==> src/hr_pkg.sv <==
// ----------------------------------------------------------------------------
// hr_pkg
// Shared widths, register codes, controller states and command/status types
// of the histogram rebinner.
// ----------------------------------------------------------------------------
`default_nettype none

package hr_pkg;

   localparam int MAX_BIN_SIZE = 256;
   localparam int MAX_BINS     = 65536;

   localparam int POS_W   = 32;
   localparam int COUNT_W = 32;
   localparam int VALUE_W = 40;
   localparam int SUM_W   = 40;
   localparam int SIZE_W  = 9;
   localparam int FRAC_W  = 16;

   localparam int FILL_W  = $clog2(MAX_BIN_SIZE + 1);
   localparam int INDEX_W = $clog2(MAX_BINS);

   // bin index shown as position: integer part of a signed q16.16
   localparam int IDX_POS_W   = POS_W - FRAC_W - 1;
   localparam int IDX_POS_MAX = (2 ** IDX_POS_W) - 1;

   localparam int DIV_BITS_PER_STEP = 4;
   localparam int DIV_STEPS         = SUM_W / DIV_BITS_PER_STEP;
   localparam int STEP_W            = $clog2(DIV_STEPS);

   localparam int CSR_INDEX_W = 2;
   localparam int CSR_DATA_W  = 9;

   typedef enum logic [CSR_INDEX_W-1:0] {
      CSR_BIN_SIZE        = 2'd0,
      CSR_NORMALIZE       = 2'd1,
      CSR_INDEX_POSITIONS = 2'd2
   } csr_index_type;

   typedef enum logic [1:0] {
      ST_ACCEPT,
      ST_DIVIDE,
      ST_DELIVER
   } hr_state_type;

   typedef struct packed {
      logic take;
      logic div_step;
      logic load_out;
   } hr_cmd_type;

   typedef struct packed {
      logic closes;
   } hr_sts_type;

endpackage

`default_nettype wire

==> src/hr_ctrl.sv <==
// ----------------------------------------------------------------------------
// hr_ctrl
// Sequencer: accepts channel words, runs the divider for a closing bin and
// hands the result to the output register.
// ----------------------------------------------------------------------------
`default_nettype none

module hr_ctrl import hr_pkg::*; (
   input  logic       clock,
   input  logic       reset,
   input  logic       req_valid,
   output logic       req_ready,
   output logic       rsp_valid,
   input  logic       rsp_ready,
   input  hr_sts_type sts,
   output hr_cmd_type cmd
);

   hr_state_type       state_ff, state_in;
   logic [STEP_W-1:0]  step_ff, step_in;
   logic               rsp_valid_ff, rsp_valid_in;
   logic               out_free;

   assign out_free = !rsp_valid_ff || rsp_ready;

   // next state
   always_comb begin
      state_in = state_ff;
      step_in  = step_ff;
      case (state_ff)
         ST_ACCEPT: begin
            step_in = '0;
            if (req_valid && sts.closes) begin
               state_in = ST_DIVIDE;
            end
         end
         ST_DIVIDE: begin
            step_in = step_ff + 1'b1;
            if (step_ff == STEP_W'(DIV_STEPS - 1)) begin
               state_in = ST_DELIVER;
            end
         end
         ST_DELIVER: begin
            if (out_free) begin
               state_in = ST_ACCEPT;
            end
         end
         default: begin
            state_in = ST_ACCEPT;
         end
      endcase
   end

   // outputs
   always_comb begin
      req_ready    = 1'b0;
      cmd          = '0;
      case (state_ff)
         ST_ACCEPT: begin
            req_ready = 1'b1;
            cmd.take  = req_valid;
         end
         ST_DIVIDE: begin
            cmd.div_step = 1'b1;
         end
         ST_DELIVER: begin
            cmd.load_out = out_free;
         end
         default: begin
            req_ready = 1'b0;
         end
      endcase
   end

   assign rsp_valid_in = cmd.load_out || (rsp_valid_ff && !rsp_ready);
   assign rsp_valid    = rsp_valid_ff;

   always_ff @(posedge clock) begin
      if (reset) begin
         state_ff     <= ST_ACCEPT;
         step_ff      <= '0;
         rsp_valid_ff <= 1'b0;
      end else begin
         state_ff     <= state_in;
         step_ff      <= step_in;
         rsp_valid_ff <= rsp_valid_in;
      end
   end

endmodule

`default_nettype wire

==> config.mk <==
export PLATFORM = sky130hd
export DESIGN_NAME = hr_ctrl
export DESIGN_NICKNAME = d
export VERILOG_FILES = /design/src/hr_pkg.sv /design/src/hr_ctrl.sv
export SDC_FILE = /design/constraint.sdc
export NUM_CORES = 1
export LEC_CHECK = 0
export BUFFER_PORTS_ARGS = -buffer_cell sky130_fd_sc_hd__buf_2
export CORE_AREA = 2 2 39 41
export DETAILED_ROUTE_END_ITERATION = 6
export DIE_AREA = 0 0 41 43
export GPL_ROUTABILITY_DRIVEN = 0
export PLACE_DENSITY = 0.49
export SYNTH_ARGS = -nofsm -noshare
export SYNTH_HDL_FRONTEND = slang
export SYNTH_SLANG_ARGS = --single-unit
export TNS_END_PERCENT = 100
==> constraint.sdc <==
create_clock -name clock -period 1.5 [get_ports clock]
set_clock_uncertainty 0.05 [all_clocks]
set_input_delay 0.3 -clock clock [delete_from_list [all_inputs] [get_ports clock]]
set_output_delay 0.3 -clock clock [all_outputs]
set_load 0.005 [all_outputs]
; ---- Word level (Yosys, flattened, before mapping)
; Cells that the tools add are included.
[word_totals]
register_bits = 7
latchBits = 0
mem_bits_rw = 0
mem_bits_ro = 0
in_bits = 5
output_inout_bits = 5
wordCells = 28
n_memories = 0
[op_classes]
add_sub_neg = 1
n_mul = 0
div = 0
n_lt_le_gt_ge = 0
eq_ne = 6
n_shift = 0
muxes = 9
bitwise_logic = 0
n_reduce_logical = 9
[op_table]
columns = op, n
row1 = $pmux 4 s2, 1
row2 = $mux 2, 3
row3 = $ne 2x2->1 const B, 3
row4 = $pmux 2 s3, 1
row5 = $add 4x1->4 const B, 1
row6 = $eq 4x4->1 const B, 1
row7 = $mux 1, 4
row8 = $reduce_and 3->1, 1
row9 = $eq 2x1->1 const B, 1
row10 = $eq 2x2->1 const B, 1
row11 = $logic_and 1x1->1, 2
row12 = $logic_not 1->1, 2
row13 = $logic_not 2->1, 1
row14 = $logic_or 1x1->1, 2
row15 = $reduce_bool 2->1, 1

; ---- Longest topological paths before layout
[logic_depth]
depth_word = 4
depth_mapped = 5
mapped_depth_nobuf = 5

; ---- Worst setup path before layout
; No wires, ideal clock.
[synth_path]
kind = register -> register
start = register state_ff[0]
end = register step_ff[3]
setup_ns = 0.074
arrival_time_ns = 1.043
t_required_ns = 1.376
path_slack_ns = 0.333
stages_incl_launch_ff = 4
n_path_buf = 0
period_less_slack_ns = 1.167
cell_sequence = dfxtp_1 -> nor2b_4 -> or3b_1 -> a31oi_1
[synth_between]
elab_chain_len = 2
word_cells_on_any_way = 4
classes_between = 1 x eq/ne / 1 x mux / 2 x reduce/logical
[synth_lines]
columns = item, line
row1 = start: declaration, hr_ctrl.sv:19  ; hr_state_type state_ff, state_in;
row2 = start signal: assignment, hr_ctrl.sv:84  ; state_ff <= state_in;
row3 = $eq 2x1->1 or $logic_not 2->1 (tied branches), hr_ctrl.sv:30  ; case (state_ff)
row4 = $pmux 4 s2 or $reduce_bool 2->1 (tied branches), n/a
row5 = end signal: assignment, hr_ctrl.sv:85  ; step_ff <= step_in;
row6 = end: declaration, hr_ctrl.sv:20  ; logic [STEP_W-1:0] step_ff, step_in;
; Several ways; a longest one is shown, not always the timed one.
; A chain may end at the register's enable or synchronous reset.

==> results.txt <==
For the finished layout, the period the worst path requires is 1.38 ns. The number of antenna diodes in the final layout is 0. The slowest stage of the critical path belongs to the cell dfxtp_1. The tools report the latest clock arrival within the worst-skew pair as 0.25 ns. The remaining antenna violation count is 0. The fraction of layout cells with a size suffix above 1 came out at 27.5%.

Die outline area: 1760 um2. Entering global routing, the biggest net connects 9 pins. The run gives 3 as the total clock buffers created by CTS.

The overall track demand over capacity in global routing is 9.98%, and the die width is 41 um. The root buffer cell was clkbuf_4. The run gives 24.8% as the starting utilization of the core area. Yosys attributes the largest share of cell area to dfxtp_1 (41%), ha_1 (7.3%), a21oi_1 (5.8%).

The clock drives 7 sinks. In this run the vertical extent of the chip is 43 um. The flow ran to the end, and the final reports show no timing, DRC or antenna violations.

At the worst endpoint, the required time is 1.15 ns. Headroom to the max-slew limit came out at 86.9%. After the last flow step, the layout net total stands at 59. The first global-routing pass estimated 1110 um of wire.

In this run, synthesis produced a sequential element count of 7. After clock tree synthesis, the clock-pin slew on the worst setup and hold paths is 0.05 ns. Flop-to-flop setup slack: 0.21 ns. The total detailed-routing wirelength is 663 um. The top cell type by area accounts for 40.9% of the synthesized area.

The number of max-slew violations in the final report was 0. The internal power of the cells totals 309 uW. 10 I/O pins were placed.

Along the worst path, the maximum fanout reaches 7. The total area inside the core boundary comes to 1380 um2. Summing all placed instances gives a cell area of 408 um2. Sequential cells burn 49.1% of the power. The critical path arrival was 1.03 ns; the maximum cell stage delay along the critical path was 0.42 ns. H-tree depth: 1. dfxtp_1 takes more of the synthesized area than any other cell. Worst hold path class: input port to flop. The share of the clock period used by the worst path was 92.0%.

The setup-violating endpoint count in the final report was 0. The tools report the synthesized net count as 45. Power spread over the standard cell area amounts to 909 nW/um2.

Combinational logic is responsible for 8.0% of the overall power. The tools report the start point of the critical path as state_ff[0]. The via density per instance is 4.46. The share of total power in the clock network was 42.9%; the worst hold margin was 0.252 ns.

The endpoint identified for the worst register-to-register timing path is step_ff[3]. The number of antenna violations at the first check in global routing was 0. The critical path is of the flop to output pin type.

The area added between synthesis and finish works out to 27.0%. In the layout the commonest cells are buf_2 (9), dfxtp_1 (6), a21oi_1 (4), nand2_1 (3), clkbuf_4 (3). The run gives 265 as the via count of the first global-routing pass.

The most critical setup path has its endpoint at cmd[1]. No sink is reached through more buffers than the 2 on the longest clock path. Maximum vdd drop: 0.000623 V. The critical path goes through nor2b_4 -> buf_2.

Summing all non-filler instances in the final layout gives an area of 435 um2. The overall power consumption was 396 uW. Yosys printed 0 warnings.

Setup repair after global routing left no endpoint under its margin. The number of detailed-route iterations in the first pass came out at 2. TritonCTS built the clock tree. Dividing the synthesized area by the synthesized cell count gives 9.02 um2.

The logs give 0.120 ns for the final worst slack and 0 for the DRC violation count after routing. For the number of unique standard cell types used by synthesis, the log shows 19. The worst register-to-register path begins at state_ff[0]. For this run, the top clock speed supported by timing is 725 MHz.

Buffers placed on the I/O ports in this run total 9. Including well taps, the total number of placed cells is 63. After detailed routing, the average wire length per cell comes to 9.90 um. After the flow finishes, the layout carries non-filler instances totaling 67.

Synthesis produced a netlist whose cell count is 38. Startpoint class of the critical path: a flop. The fraction of the yosys area taken by sequential cells is 40.9%, and the worst slack at placement is 0.238 ns. The worst setup path is captured at an output pin.

The most common cell after layout, fill and taps aside was buf_2. The number of max-capacitance violations reported is 0, and the total half-perimeter wirelength after legalization and detailed placement is 480 um. The aggregate negative setup slack was 0 ns; the net switching fraction of the power was 21.8%. The number of rows in the core area was 14; the worst reg2reg path depth was 3. For this design the static power due to leakage is 0.166 nW. The final cell utilization of the core is 31.5%. The routed layout has 299 vias.

The analysis attributes to net switching a power of 86.5 uW. The transition time at the pin with the least slew margin is 0.196 ns, and the cell area after technology mapping is 343 um2. In this run, the number of DRC markers left after iteration 0 of detailed routing was 11. The run gives 0 as the final count of hold timing violations. The total overflow left after global routing is 0.
[worst min-delay path by stage]
stage,end,startpoint,slack (ns),cells after the start
after floorplan,rsp_valid,reset,0.32,1
after global placement,step_ff[1],step_ff[1],0.44,2
after detailed placement,step_ff[3],step_ff[3],0.44,2
after CTS,state_ff[1],reset,0.26,2
after global routing,state_ff[1],reset,0.26,2
final,state_ff[1],reset,0.25,2
[layout make-up]
class / count / area, um2
Fill cell: 163 / 948
Multi-Input combinational cell: 30 / 199
Sequential cell: 7 / 141
Tap cell: 16 / 20.0
Clock buffer: 4 / 26.3
Inverter: 1 / 3.75
Timing Repair Buffer: 9 / 45.0
[flip-flops by register name (all words and copies together), names as in the netlist]
register and count:
state_ff 2, step_ff 4, rsp_valid 1
[cell usage after synthesis]
cell type  instances
ha_1               2
nand2b_1           2
o21ai_0            2
a31oi_1            1
nor2_1             2
nand2_1            3
nand3_1            2
mux2i_1            1
a21oi_1            4
inv_1              1
nand3b_1           2
and2_1             1
or2b_1             1
nor2b_4            1
dfxtp_1            7
nor2b_1            2
or2_0              1
or3b_1             2
a211oi_1           1
[routing by layer]
metal | wire, um | global-route usage [%] | share of wire [%] | up-vias
met2 | 294 | 12.5 | 44 | 7
met3 | 47 | 7.85 | 7.1 | 2
met4 | 12 | 4.00 | 1.8 | 0
li1 | - | - | - | 159
met1 | 309 | 12.4 | 47 | 131
met5 | 0 | 0 | 0 | -
[critical path: cells and delay by family (launching register included)]
family,cells,cell delay [ns]
flops,1,0.42
simple gates,1,0.23
buf+inv,1,0.13
[cells by family after synthesis]
kind of cell / count (synthesis) / synth area share, %
flip-flops: 7 / 40.9
AND/OR/NAND/NOR: 19 / 35.0
multiplexers: 1 / 2.92
buffers and inverters: 1 / 1.09
adder cells (fa/ha/maj): 2 / 7.30
AO/OA/AOI/OAI: 8 / 12.8
[power groups by stage]
stage	logic, mW	clock network (mW)	registers, mW
final	0.0317	0.170	0.194
after global placement	0.0331	0	0.198
after detailed placement	0.0321	0	0.198
after floorplan	0.0171	0	0.197
after CTS	0.0324	0.177	0.194
after global routing	0.0365	0.189	0.195
[what timing repair did]
item | CTS | global route
resized for setup | 1 | 0
setup endpoints to repair | 1 | 0
buffers inserted | 0 | 0
hold buffers | 0 | 0
Power figures use the tool's default switching activity.
