`config.mk`:
```
export PLATFORM = sky130hd
export DESIGN_NAME = hr_datapath
export DESIGN_NICKNAME = d
export VERILOG_FILES = /design/src/hr_pkg.sv /design/src/hr_datapath.sv
export SDC_FILE = /design/constraint.sdc
export NUM_CORES = 1
export LEC_CHECK = 0
export BUFFER_PORTS_ARGS = -buffer_cell sky130_fd_sc_hd__buf_4
export CORE_MARGIN = 8
export CORE_UTILIZATION = 60
export DETAILED_ROUTE_END_ITERATION = 6
export GPL_TIMING_DRIVEN = 0
export PLACE_DENSITY = 0.89
export REMOVE_ABC_BUFFERS = 1
export SLEW_MARGIN = 20
export SYNTH_ARGS = -nofsm -noshare
export SYNTH_HDL_FRONTEND = slang
export SYNTH_SLANG_ARGS = --single-unit
export TNS_END_PERCENT = 30
```
`constraint.sdc`:
```
create_clock -name clock -period 9.8 [get_ports clock]
set_clock_uncertainty 0.2 [all_clocks]
set_input_delay 0.98 -clock clock [delete_from_list [all_inputs] [get_ports clock]]
set_output_delay 0.98 -clock clock [all_outputs]
set_load 0.01 [all_outputs]
```
`src/hr_pkg.sv`:
```
// ----------------------------------------------------------------------------
// hr_pkg
// Shared widths, register codes, controller states and command/status types
// of the histogram rebinner.
// ----------------------------------------------------------------------------
`default_nettype none

package hr_pkg;

   localparam int MAX_BIN_SIZE = 256;
   localparam int MAX_BINS     = 65536;

   localparam int POS_W   = 32;
   localparam int COUNT_W = 32;
   localparam int VALUE_W = 40;
   localparam int SUM_W   = 40;
   localparam int SIZE_W  = 9;
   localparam int FRAC_W  = 16;

   localparam int FILL_W  = $clog2(MAX_BIN_SIZE + 1);
   localparam int INDEX_W = $clog2(MAX_BINS);

   // bin index shown as position: integer part of a signed q16.16
   localparam int IDX_POS_W   = POS_W - FRAC_W - 1;
   localparam int IDX_POS_MAX = (2 ** IDX_POS_W) - 1;

   localparam int DIV_BITS_PER_STEP = 4;
   localparam int DIV_STEPS         = SUM_W / DIV_BITS_PER_STEP;
   localparam int STEP_W            = $clog2(DIV_STEPS);

   localparam int CSR_INDEX_W = 2;
   localparam int CSR_DATA_W  = 9;

   typedef enum logic [CSR_INDEX_W-1:0] {
      CSR_BIN_SIZE        = 2'd0,
      CSR_NORMALIZE       = 2'd1,
      CSR_INDEX_POSITIONS = 2'd2
   } csr_index_type;

   typedef enum logic [1:0] {
      ST_ACCEPT,
      ST_DIVIDE,
      ST_DELIVER
   } hr_state_type;

   typedef struct packed {
      logic take;
      logic div_step;
      logic load_out;
   } hr_cmd_type;

   typedef struct packed {
      logic closes;
   } hr_sts_type;

endpackage

`default_nettype wire

```
`src/hr_datapath.sv`:
```
// ----------------------------------------------------------------------------
// hr_datapath
// Configuration registers, bin accumulators, a pair of radix-16 dividers for
// the mean position and mean count, and the output word register.
// ----------------------------------------------------------------------------
`default_nettype none

module hr_datapath import hr_pkg::*; (
   input  logic                    clock,
   input  logic                    reset,
   input  logic                    csr_write,
   input  logic [CSR_INDEX_W-1:0]  csr_index,
   input  logic [CSR_DATA_W-1:0]   csr_data,
   input  logic signed [POS_W-1:0] channel_position,
   input  logic [COUNT_W-1:0]      count_value,
   input  logic                    last_channel,
   input  hr_cmd_type              cmd,
   output hr_sts_type              sts,
   output logic signed [POS_W-1:0] bin_position,
   output logic [VALUE_W-1:0]      bin_value,
   output logic                    last_bin
);

   typedef struct packed {
      logic [FILL_W-1:0] rem;
      logic [SUM_W-1:0]  dq;
   } div_state_type;

   // restoring division, several quotient bits per call
   function automatic div_state_type div_iter(div_state_type s, logic [FILL_W-1:0] d);
      div_state_type   r;
      logic [FILL_W:0] trial;
      r = s;
      for (int i = 0; i < DIV_BITS_PER_STEP; i++) begin
         trial = {r.rem, r.dq[SUM_W-1]};
         r.dq  = {r.dq[SUM_W-2:0], 1'b0};
         if (trial >= {1'b0, d}) begin
            r.rem   = FILL_W'(trial - {1'b0, d});
            r.dq[0] = 1'b1;
         end else begin
            r.rem = trial[FILL_W-1:0];
         end
      end
      return r;
   endfunction

   // configuration
   logic [SIZE_W-1:0]  bin_size_ff;
   logic               normalize_ff;
   logic               index_positions_ff;

   // open bin
   logic [SUM_W-1:0]   pos_sum_ff, pos_sum_in;
   logic [SUM_W-1:0]   cnt_sum_ff, cnt_sum_in;
   logic [FILL_W-1:0]  fill_ff, fill_in;
   logic [INDEX_W-1:0] bin_index_ff, bin_index_in;

   // divider
   div_state_type      pos_div_ff, pos_div_in;
   div_state_type      cnt_div_ff, cnt_div_in;
   logic [FILL_W-1:0]  pos_dvs_ff, pos_dvs_in;
   logic [FILL_W-1:0]  cnt_dvs_ff, cnt_dvs_in;
   logic               pos_neg_ff, pos_neg_in;
   logic               last_ff, last_in;
   logic [IDX_POS_W-1:0] idx_ff, idx_in;

   // output word
   logic [POS_W-1:0]   bin_position_ff, bin_position_in;
   logic [VALUE_W-1:0] bin_value_ff, bin_value_in;
   logic               last_bin_ff, last_bin_in;

   logic [FILL_W-1:0]  eff_size;
   logic [SUM_W-1:0]   pos_ext;
   logic [SUM_W-1:0]   pos_sum_next;
   logic [SUM_W:0]     cnt_wide;
   logic [SUM_W-1:0]   cnt_sum_next;
   logic [FILL_W-1:0]  fill_next;
   logic [SUM_W-1:0]   mean_full;

   always_ff @(posedge clock) begin
      if (reset) begin
         bin_size_ff        <= SIZE_W'(1);
         normalize_ff       <= 1'b0;
         index_positions_ff <= 1'b0;
      end else if (csr_write) begin
         case (csr_index_type'(csr_index))
            CSR_BIN_SIZE:        bin_size_ff        <= SIZE_W'(csr_data);
            CSR_NORMALIZE:       normalize_ff       <= csr_data[0];
            CSR_INDEX_POSITIONS: index_positions_ff <= csr_data[0];
            default: begin
            end
         endcase
      end
   end

   // zero acts as one, oversize saturates
   always_comb begin
      if (bin_size_ff == '0) begin
         eff_size = FILL_W'(1);
      end else if (32'(bin_size_ff) > 32'(MAX_BIN_SIZE)) begin
         eff_size = FILL_W'(MAX_BIN_SIZE);
      end else begin
         eff_size = FILL_W'(bin_size_ff);
      end
   end

   assign pos_ext      = {{(SUM_W-POS_W){channel_position[POS_W-1]}}, channel_position};
   assign pos_sum_next = pos_sum_ff + pos_ext;
   assign cnt_wide     = {1'b0, cnt_sum_ff} + (SUM_W+1)'(count_value);
   assign cnt_sum_next = cnt_wide[SUM_W] ? '1 : cnt_wide[SUM_W-1:0];
   assign fill_next    = (32'(fill_ff) < 32'(MAX_BIN_SIZE)) ? fill_ff + 1'b1 : fill_ff;
   assign sts.closes   = (fill_next >= eff_size) || last_channel;

   always_comb begin
      pos_sum_in   = pos_sum_ff;
      cnt_sum_in   = cnt_sum_ff;
      fill_in      = fill_ff;
      bin_index_in = bin_index_ff;
      pos_div_in   = pos_div_ff;
      cnt_div_in   = cnt_div_ff;
      pos_dvs_in   = pos_dvs_ff;
      cnt_dvs_in   = cnt_dvs_ff;
      pos_neg_in   = pos_neg_ff;
      last_in      = last_ff;
      idx_in       = idx_ff;
      if (cmd.take) begin
         if (sts.closes) begin
            pos_sum_in     = '0;
            cnt_sum_in     = '0;
            fill_in        = '0;
            pos_neg_in     = pos_sum_next[SUM_W-1];
            pos_div_in.rem = '0;
            pos_div_in.dq  = pos_sum_next[SUM_W-1] ? (~pos_sum_next + 1'b1) : pos_sum_next;
            cnt_div_in.rem = '0;
            cnt_div_in.dq  = cnt_sum_next;
            pos_dvs_in     = fill_next;
            // divide by one when the count passes through unchanged
            cnt_dvs_in     = normalize_ff ? fill_next : FILL_W'(1);
            last_in        = last_channel;
            idx_in         = (32'(bin_index_ff) > 32'(IDX_POS_MAX)) ?
                             IDX_POS_W'(IDX_POS_MAX) : IDX_POS_W'(bin_index_ff);
            if (last_channel) begin
               bin_index_in = '0;
            end else if (32'(bin_index_ff) < 32'(MAX_BINS - 1)) begin
               bin_index_in = bin_index_ff + 1'b1;
            end
         end else begin
            pos_sum_in = pos_sum_next;
            cnt_sum_in = cnt_sum_next;
            fill_in    = fill_next;
         end
      end else if (cmd.div_step) begin
         pos_div_in = div_iter(pos_div_ff, pos_dvs_ff);
         cnt_div_in = div_iter(cnt_div_ff, cnt_dvs_ff);
      end
   end

   always_ff @(posedge clock) begin
      if (reset) begin
         pos_sum_ff   <= '0;
         cnt_sum_ff   <= '0;
         fill_ff      <= '0;
         bin_index_ff <= '0;
      end else begin
         pos_sum_ff   <= pos_sum_in;
         cnt_sum_ff   <= cnt_sum_in;
         fill_ff      <= fill_in;
         bin_index_ff <= bin_index_in;
      end
   end

   always_ff @(posedge clock) begin
      pos_div_ff <= pos_div_in;
      cnt_div_ff <= cnt_div_in;
      pos_dvs_ff <= pos_dvs_in;
      cnt_dvs_ff <= cnt_dvs_in;
      pos_neg_ff <= pos_neg_in;
      last_ff    <= last_in;
      idx_ff     <= idx_in;
   end

   // quotient magnitude back to signed, truncated toward zero
   assign mean_full = pos_neg_ff ? (~pos_div_ff.dq + 1'b1) : pos_div_ff.dq;

   always_comb begin
      bin_position_in = bin_position_ff;
      bin_value_in    = bin_value_ff;
      last_bin_in     = last_bin_ff;
      if (cmd.load_out) begin
         if (index_positions_ff) begin
            bin_position_in = POS_W'({idx_ff, {FRAC_W{1'b0}}});
         end else begin
            bin_position_in = mean_full[POS_W-1:0];
         end
         bin_value_in = VALUE_W'(cnt_div_ff.dq);
         last_bin_in  = last_ff;
      end
   end

   always_ff @(posedge clock) begin
      bin_position_ff <= bin_position_in;
      bin_value_ff    <= bin_value_in;
      last_bin_ff     <= last_bin_in;
   end

   assign bin_position = bin_position_ff;
   assign bin_value    = bin_value_ff;
   assign last_bin     = last_bin_ff;

endmodule

`default_nettype wire

```
---- After elaboration in Yosys (flattened, before gate mapping) ----
Cells that the tools add are included.
word-level totals
  register bits after elaboration ......... 322
  bits of input ports ..................... 82
  output and inout bits ................... 74
operators by class
  $add $sub $neg .......................... 14
  $lt $le $gt $ge ......................... 13
  eq/ne operators ......................... 3
  muxes and demuxes ....................... 46
  bitwise logic cells ..................... 2
  reductions and logical operators ........ 11
operator list
  cell                                                                               count
  49-bit 2-to-1 mux                                                                  6
  9-bit 2-to-1 mux                                                                   24
  40-bit 2-to-1 mux                                                                  4
  10-bit by 9-bit greater-or-equal comparator with 1-bit output                      8
  9-bit subtractor                                                                   8
  40-bit by 32-bit adder with 41-bit output                                          1
  40-bit by 1-bit adder with 40-bit output, second input constant                    1
  40-bit adder                                                                       1
  40-bit NOT                                                                         1
  32-bit by 1-bit adder with 32-bit output, second input constant                    1
  16-bit 2-to-1 mux                                                                  2
  32-bit 2-to-1 mux                                                                  1
  32-bit NOT                                                                         1
  31-bit 2-to-1 mux                                                                  1
  16-bit by 1-bit adder with 16-bit output, second input constant                    1
  16-bit by 15-bit greater-than comparator with 1-bit output, second input constant  1
  16-bit less-than comparator, second input constant                                 1
  2-bit AND reduction                                                                5
  9-bit by 1-bit adder with 9-bit output, second input constant                      1
  9-bit greater-or-equal comparator                                                  1
  9-bit greater-than comparator, second input constant                               1
  9-bit zero test                                                                    1
  9-bit less-than comparator, second input constant                                  1
  1-bit 2-to-1 mux                                                                   8
  other kinds (7)                                                                    8

---- Longest topological paths before layout ----
Gate-level depths: netlist of the first run.
  depth after elaboration ................. 16
  gate-level depth with buffers ........... 45
  mapped depth without buffers ............ 42

---- Least setup slack after synthesis of the first run ----
No wires, ideal clock.
  kind .................................... reg-to-reg
  start point ............................. register cnt_div_ff[39] (netlist name)
  end point ............................... register cnt_div_ff[43] (netlist name) (data pin)
  arrival ................................. 8.334 ns
  path slack .............................. 1.000 ns
  stages on the path, launching flop included .. 44
  period minus slack after synthesis ...... 8.800 ns
  path through ............................ edfxtp_1 > inv_1 > ha_1 > inv_1 > fa_1 > a21o_1 > a21oi_1 > o21bai_1 > a211oi_1 > nor2_1 > clkbuf_1 > mux2_2 > ha_1 > nor2b_1 > o21ai_0 > nand2b_1 > nor2b_1 > o41ai_1 > [8 not listed] > a211oi_1 > o21ai_0 > a211oi_1 > clkbuf_1 > mux2i_1 > fa_1 > a21o_1 > a21oi_1 > o21bai_1 > a21oi_1 > nor2b_1 > o21ai_0 > nand2b_1 > and2_1 > nand3b_1 > buf_2 > mux2i_1 > nor2_1
between the ends
  longest elaborated chain between the ends .. 16
  elaborated cells between the ends (all ways) .. 20
ends and longest elaborated chain
  element                                                                                            RTL line                              source
  start, declared                                                                                    hr_datapath.sv:60                     div_state_type cnt_div_ff, cnt_div_in;
  start signal, assigned                                                                             hr_datapath.sv:174                    cnt_div_ff <= cnt_div_in;
  9-bit subtractor or 10-bit by 9-bit greater-or-equal comparator with 1-bit output (tied branches)  hr_datapath.sv:38, hr_datapath.sv:37
  9-bit 2-to-1 mux *                                                                                 hr_datapath.sv:37                     if (trial >= {1'b0, d}) begin
  9-bit 2-to-1 mux *                                                                                 hr_datapath.sv:152                    end else if (cmd.div_step) begin
  9-bit 2-to-1 mux *                                                                                 hr_datapath.sv:126                    if (cmd.take) begin
  9-bit subtractor or 10-bit by 9-bit greater-or-equal comparator with 1-bit output (tied branches)  hr_datapath.sv:38, hr_datapath.sv:37
  9-bit 2-to-1 mux *                                                                                 hr_datapath.sv:37
  9-bit 2-to-1 mux *                                                                                 hr_datapath.sv:152
  9-bit 2-to-1 mux *                                                                                 hr_datapath.sv:126
  9-bit subtractor or 10-bit by 9-bit greater-or-equal comparator with 1-bit output (tied branches)  hr_datapath.sv:38, hr_datapath.sv:37
  9-bit 2-to-1 mux *                                                                                 hr_datapath.sv:37
  9-bit 2-to-1 mux *                                                                                 hr_datapath.sv:152
  9-bit 2-to-1 mux *                                                                                 hr_datapath.sv:126
  9-bit subtractor or 10-bit by 9-bit greater-or-equal comparator with 1-bit output (tied branches)  hr_datapath.sv:38, hr_datapath.sv:37
  9-bit 2-to-1 mux *                                                                                 hr_datapath.sv:37
  49-bit 2-to-1 mux *                                                                                hr_datapath.sv:152
  49-bit 2-to-1 mux *                                                                                hr_datapath.sv:126
Mark *: on every way between the ends. The rest lies on a longest branch, timed or not. The select of a mux whose other input is x is not followed.
A chain may end at the register's enable or synchronous reset.

---- Worst setup path after layout of the first run ----
  start point ............................. register pos_dvs_ff[1]
  end point ............................... register pos_div_ff[41] (netlist name) (data pin)
between the ends
  longest elaborated chain between the ends .. 16
  elaborated cells between the ends (all ways) .. 20
ends and longest elaborated chain
  element                                                                                            RTL line                              source
  start, declared                                                                                    hr_datapath.sv:61                     logic [FILL_W-1:0] pos_dvs_ff, pos_dvs_in;
  start signal, assigned                                                                             hr_datapath.sv:175                    pos_dvs_ff <= pos_dvs_in;
  9-bit subtractor or 10-bit by 9-bit greater-or-equal comparator with 1-bit output (tied branches)  hr_datapath.sv:38, hr_datapath.sv:37
  9-bit 2-to-1 mux                                                                                   hr_datapath.sv:37
  9-bit 2-to-1 mux                                                                                   hr_datapath.sv:152
  9-bit 2-to-1 mux                                                                                   hr_datapath.sv:126
  9-bit subtractor or 10-bit by 9-bit greater-or-equal comparator with 1-bit output (tied branches)  hr_datapath.sv:38, hr_datapath.sv:37
  9-bit 2-to-1 mux                                                                                   hr_datapath.sv:37
  9-bit 2-to-1 mux                                                                                   hr_datapath.sv:152
  9-bit 2-to-1 mux                                                                                   hr_datapath.sv:126
  9-bit subtractor or 10-bit by 9-bit greater-or-equal comparator with 1-bit output (tied branches)  hr_datapath.sv:38, hr_datapath.sv:37
  9-bit 2-to-1 mux                                                                                   hr_datapath.sv:37
  9-bit 2-to-1 mux                                                                                   hr_datapath.sv:152
  9-bit 2-to-1 mux                                                                                   hr_datapath.sv:126
  10-bit by 9-bit greater-or-equal comparator with 1-bit output or 9-bit subtractor (tied branches)  hr_datapath.sv:37, hr_datapath.sv:38
  9-bit 2-to-1 mux *                                                                                 hr_datapath.sv:37
  49-bit 2-to-1 mux *                                                                                hr_datapath.sv:152
  49-bit 2-to-1 mux *                                                                                hr_datapath.sv:126
  end signal, assigned                                                                               hr_datapath.sv:173                    pos_div_ff <= pos_div_in;
  end, declared                                                                                      hr_datapath.sv:59                     div_state_type pos_div_ff, pos_div_in;
Marked as above.

==> results of run 1 <==
cell type report:
type | count | area, µm²
Tap cell | 461 | 577
Inverter | 86 | 328
Antenna cell | 2 | 5.00
Fill cell | 2619 | 11000
Timing Repair Buffer | 180 | 1500
Sequential cell | 322 | 8510
Clock buffer | 45 | 945
Clock inverter | 19 | 220
Multi-Input combinational cell | 1829 | 12300
cells by family after synthesis:
| group | share of synthesized area, % |
|---|---|
| flip-flops | 39.7 |
| multiplexers | 3.79 |
| AND/OR/NAND/NOR | 17.8 |
| buffers and inverters | 3.22 |
| adder cells (fa/ha/maj) | 10.0 |
| AO/OA/AOI/OAI | 17.6 |
| XOR/XNOR | 7.85 |
cells in the final DEF, fill, tap and decap left out, drive strengths merged, types with 16 or more instances in the layout:
cell type / instances
o31ai: 21
or2: 19
edfxtp: 206
xnor2: 88
a2bb2oi: 25
o21ai: 123
a21o: 72
nor2b: 30
o21a: 19
inv: 85
nand3: 70
clkbuf: 45
buf: 180
a211oi: 16
nand4: 27
a21oi: 211
and2: 21
dfxtp: 116
mux2i: 35
nor3: 42
nand2: 215
xor2: 104
nand2b: 27
mux2: 41
and3: 18
or3: 16
ha: 156
nor2: 257
worst max-delay path: cells and delay by family (launching register included):
family          cells  cell delay [ps]
buf+inv             3              510
simple gates        6              850
mux                 4             1130
fa+ha+maj           4             1750
flops               1              440
compound gates     21             4100
repair_timing:
action,4_1_cts,5_1_grt
hold endpoints to repair,0,0
buffers inserted,3,9
pin swaps,2,2
gates resized for setup,7,13
endpoints found under the setup margin,19,20
sequential cells by signal, indices dropped and copies added, names as in the netlist:
signal	count
normalize_ff	1
idx_ff	15
pos_dvs_ff	9
cnt_div_ff	49
bin_position	32
pos_sum_ff	40
bin_size_ff	9
cnt_sum_ff	40
last_ff	1
bin_index_ff	16
cnt_dvs_ff	9
fill_ff	9
index_positions_ff	1
last_bin	1
pos_div_ff	49
bin_value	40
pos_neg_ff	1
metal layers:
metal / GRT usage (%) / up-vias
met2: 44.0 / 888
met5: 0 / -
met3: 4.03 / 180
met1: 35.5 / 8851
met4: 12.1 / 0
li1: - / 8699
final timing paths:
| check | end | depth (start not counted) |
|---|---|---|
| setup / recovery | pos_div_ff[41] | 38 |
| hold / removal | last_bin | 0 |
| setup reg to reg | pos_div_ff[41] | 38 |
| hold reg to reg | last_bin | 0 |
metrics by stage:
| stage | cell area, µm² | utilization, % | hold WS, ps | TNS, ps |
|---|---|---|---|---|
| global placement | 22800 | 64.4 | 229 | -163430 |
| finish | 24400 | 69.0 | 227 | 0 |
| CTS | 24300 | 68.5 | 231 | 0 |
| global route | 24400 | 69.0 | 252 | -19.7 |
| floorplan | 21100 | - | 200 | 0 |
| detailed placement | 23100 | 65.1 | 214 | -9060 |
==> metrics.cfg, run 1 <==
[worst_setup_path]
end_kind=flip-flop
critPathSlowestCell=fa_1
crit_top_cell=o21ai_0
r2r-start=pos_dvs_ff[1]
slowest_delay_ps=480
critPathLaunch=pos_dvs_ff[1]
reg2reg_slack_ps=510
path_class=flip-flop to flip-flop
cp_max_fo=15
crit_required_ps=9860
startpoint_type=flip-flop
crit_arrival_ps=9340

[detailed_routing]
vias=18600
drtPass1Iterations=6
dr.max_layer_used=met4
drt-initial-drc-count=1860
vias_per_cell=6.32
drt-total-wl_mm=58.6
antenna_left=0
wl_met2_mm=26.9
route.detailed.drc=0
wl_per_cell_um=19.9
wl_met3_mm=4.68
wl_met1_mm=24.5

[clocking]
cts_hold_buf=0
insertion_delay_ps=540
clockBufferDepth=3
clock_sinks=322
root_buffer=clkbuf_16
cts_tree=done
cts_buffers=35
clkTransAtPathRegs_ps=60
cts_max_level=2

[logic_synthesis]
syn_area_um2=21400
synth.most_common_cell=nor2_1
synth_common_cells=nor2_1 (257), nand2_1 (215), a21oi_1 (210)
ys.flop_type=edfxtp_1
synthArstFlopShare_pct=0
synth.distinct_cells=83
synth_area_leaders=edfxtp_1 (29%), dfxtp_1 (11%), ha_1 (9.1%), a21oi_1 (4.9%), nor2_1 (4.5%)
syn_area_per_cell_um2=9.19
synth_seq_area_share_pct=39.7
synth_warnings=0
ys_ff_latch=322
syn_inst=2331
synth_top_area_share_pct=28.9
synth_edf_count=206
synth_area_leader_cell=edfxtp_1

[floorplanning]
dieHeight_um=205
dieArea_um2=42000
die_w_um=205
coreArea_um2=35400
ioPinCount=156
rows=69
start_util_pct=60.5

[timing]
max_freq_mhz=108
setup_viol=0
slew_violations=0
hold_viol=0
fin_crit_sh_pct=94.8
worstMarginPinSlew_ps=1090
relSlewSlack_pct=27.0
period_needed_ps=9290
fin_ws_ps=513

[hold_path]
hp-start=last_ff
min_path_type=flip-flop to flip-flop

[placed_design]
io_buffers=155
dp.cells=2865
post-place-ws_ps=-783
gp_congestion=0.916
dpl.hpwl_mm=41.5

[layout]
drive_gt1_share_pct=13.4
final_nets=2702
area_growth_pct=13.9
stdcell_count=2944

[grt]
grt_max_degree=121
grt.overflow.total=0
track_usage_pct=27.1
grt_pass1_vias=18400
grt_first_pass_wirelength_mm=93.6
antenna_found_initial=2

[run_status]
status=complete, no violations

[run]
drv_cap=0

Power of run 1 is left out: the tool's default activity adds up to more than one toggle a clock period on the data nets, which glitch-free logic cannot reach.
==> inputs of run 2 (changes only) <==
--- a/config.mk
+++ b/config.mk
@@ -7,13 +7,13 @@
 export LEC_CHECK = 0
 export BUFFER_PORTS_ARGS = -buffer_cell sky130_fd_sc_hd__buf_4
 export CORE_MARGIN = 8
-export CORE_UTILIZATION = 60
+export CORE_UTILIZATION = 56
 export DETAILED_ROUTE_END_ITERATION = 6
 export GPL_TIMING_DRIVEN = 0
-export PLACE_DENSITY = 0.89
+export PLACE_DENSITY = 0.88
 export REMOVE_ABC_BUFFERS = 1
 export SLEW_MARGIN = 20
 export SYNTH_ARGS = -nofsm -noshare
 export SYNTH_HDL_FRONTEND = slang
 export SYNTH_SLANG_ARGS = --single-unit
-export TNS_END_PERCENT = 30
+export TNS_END_PERCENT = 10
==> constraint.sdc (replaced) <==
create_clock -name clock -period 7.75 [get_ports clock]
set_clock_uncertainty 0.2 [all_clocks]
set_input_delay 0.775 -clock clock [delete_from_list [all_inputs] [get_ports clock]]
set_output_delay 0.775 -clock clock [all_outputs]
set_load 0.01 [all_outputs]
==> run 2 against run 1 <==
Compared with the run above: the flow now finishes with violations (setup timing); register-to-register slack lost 1400 ps; cell count grew 4.0%; non-clock buffer count grew 70; design area grew 4.9%; sequential cell count is the same; die area grew 6.6%; largest cell class unchanged.
==> metrics.cfg, run 2 (synthesis results as in run 1) <==
[run_status]
status=finished, violations left  ; was complete, no violations
violations=setup timing

[clocking]
clock_sinks=322  ; unchanged
clockBufferDepth=3  ; unchanged
cts_tree=done  ; unchanged
cts_buffers=34  ; was 35
insertion_delay_ps=550  ; was 540 ps
clkTransAtPathRegs_ps=70  ; was 60 ps
root_buffer=clkbuf_16  ; unchanged
cts_hold_buf=0  ; unchanged
cts_max_level=2  ; unchanged

[floorplanning]
start_util_pct=56.9  ; was 60.5%
rows=71  ; was 69
dieHeight_um=212  ; was 205 µm
ioPinCount=156  ; unchanged
coreArea_um2=37700  ; was 35400 µm²
die_w_um=212  ; was 205 µm
dieArea_um2=44800  ; was 42000 µm²

[grt]
antenna_found_initial=1  ; was 2
grt_max_degree=122  ; was 121
grt_first_pass_wirelength_mm=97.5  ; was 93.6 mm
track_usage_pct=26.5  ; was 27.1%
grt_pass1_vias=18900  ; was 18400
grt.overflow.total=0  ; unchanged

[layout]
area_growth_pct=19.5  ; was 13.9%
final_nets=2772  ; was 2702
drive_gt1_share_pct=19.2  ; was 13.4%
mostFrequentLayoutCell=nor2_1  ; unchanged
final_cell_mix=nor2_1 (251), buf_4 (233), nand2_1 (209)  ; was nor2_1 (255), nand2_1 (214), a21oi_1 (209)
stdcell_count=3062  ; was 2944
reg_top3=cnt_div_ff (49), pos_div_ff (49)  ; unchanged
final_util_pct=68.0  ; was 69.0%
fin_area_um2=25600  ; was 24400 µm²

[worst_setup_path]
crit_arrival_ps=8680  ; was 9340 ps
cp_max_fo=7  ; was 15
r2r_cells=42  ; was 38
startpoint_type=flip-flop  ; unchanged
r2r_end=cnt_div_ff[45]  ; was pos_div_ff[41]
r2r-start=cnt_div_ff[39]  ; was pos_dvs_ff[1]
path_class=flip-flop to flip-flop  ; unchanged
slowest_delay_ps=400  ; was 480 ps
reg2reg_slack_ps=-840  ; was 510 ps
end_kind=flip-flop  ; unchanged
crit_required_ps=7830  ; was 9860 ps
crit_top_cell=nor2b_4  ; was o21ai_0
critPathSlowestCell=edfxtp_1  ; was fa_1

[placed_design]
io_buffers=155  ; unchanged
gp_congestion=0.922  ; was 0.916
dp.cells=2915  ; was 2865
dpl-instance-area_um2=23100  ; about the same
dpl.hpwl_mm=42.1  ; was 41.5 mm

[timing]
setup_viol=20  ; was 0
hold_viol=0  ; unchanged
rsz0062_at_grt=true
hold_ws_ps=223  ; was 227 ps
worstMarginPinSlew_ps=1200  ; was 1090 ps
max_freq_mhz=116  ; was 108 MHz
slew_violations=0  ; unchanged
fin_ws_ps=-843  ; was 513 ps
period_needed_ps=8590  ; was 9290 ps
relSlewSlack_pct=20.1  ; was 27.0%
fin_crit_sh_pct=111  ; was 94.8%

[detailed_routing]
drt-initial-drc-count=2121  ; was 1860
route.detailed.drc=0  ; unchanged
vias=19400  ; was 18600
drtPass1Iterations=6  ; unchanged
drt-total-wl_mm=64.0  ; was 58.6 mm
wl_per_cell_um=20.9  ; was 19.9 µm
antenna_left=0  ; unchanged
vias_per_cell=6.32  ; about the same

[hold_path]
hold_path_end=last_bin  ; unchanged
hp-start=last_ff  ; unchanged
min_path_type=flip-flop to flip-flop  ; unchanged
whs_path_depth=0  ; unchanged

[run]
drv_cap=0  ; unchanged

==> run 2: cell count changes in the layout (fill, tap and decap cells not counted), moves of 10 or more <==
| cell | before | now |
|---|---|---|
| buf_4 | 170 | 233 |
| ha_1 | 156 | 132 |
| ha_4 | 0 | 20 |
| a21oi_1 | 209 | 194 |
| a21oi_2 | 1 | 13 |
| o21ai_0 | 113 | 103 |
==> run 2: metrics by stage <==
stage / setup slack (ps) / TNS, ps
floorplan: -1370 / -39700
global placement: -3810 / -429870
detailed placement: -2800 / -51590
CTS: -256 / -3600
global route: -1110 / -19270
finish: -843 / -13180
==> run 2: per-layer routing <==
layer  up-vias  GRT usage, %  share of wire, %
met5         -             0                 0
met4         0          13.0               5.4
met3       267          3.67               7.7
met2      1073          43.9                48
met1      9170          33.9                39
li1       8848             -                 -
==> run 2: area by class of cell <==
class | count | area [µm²]
Clock buffer | 43 | 946
Timing Repair Buffer | 250 | 2030
Clock inverter | 19 | 168
Tap cell | 511 | 639
Multi-Input combinational cell | 1830 | 13000
Inverter | 86 | 330
Antenna cell | 1 | 2.50
Sequential cell | 322 | 8510
Fill cell | 2696 | 12000
==> run 2: timing repair <==
item                                    4_1_cts  5_1_grt
cloned                                        2        0
setup buffers                                49       33
gates resized for setup                      89       65
endpoints found under the setup margin       21       20
pin swaps                                    28       54
==> run 2: worst max-delay path, delay by kind of cell, from the launching register on <==
family | cells | cell delay, ps
adders and majority gates | 5 | 1280
and+or+nand+nor | 14 | 1940
buffers and inverters | 4 | 500
DFF | 1 | 400
muxes | 4 | 1120
AOI/OAI and AO/OA | 15 | 2860
==> run 2: how the worst max path moves through the flow <==
stage,from,endpoint,slack (ps),cells past startpoint
after global placement,fill_ff[0],cnt_div_ff[42],-3810,13
after CTS,cnt_dvs_ff[0],cnt_div_ff[41],-260,40
after global routing,cnt_div_ff[39],cnt_div_ff[40],-1110,41
final,cnt_div_ff[39],cnt_div_ff[45],-840,42
after floorplan,cnt_div_ff[39],cnt_div_ff[41],-1370,40
after detailed placement,pos_dvs_ff[1],pos_div_ff[41],-2800,36
Power of run 2 is left out for the same reason.
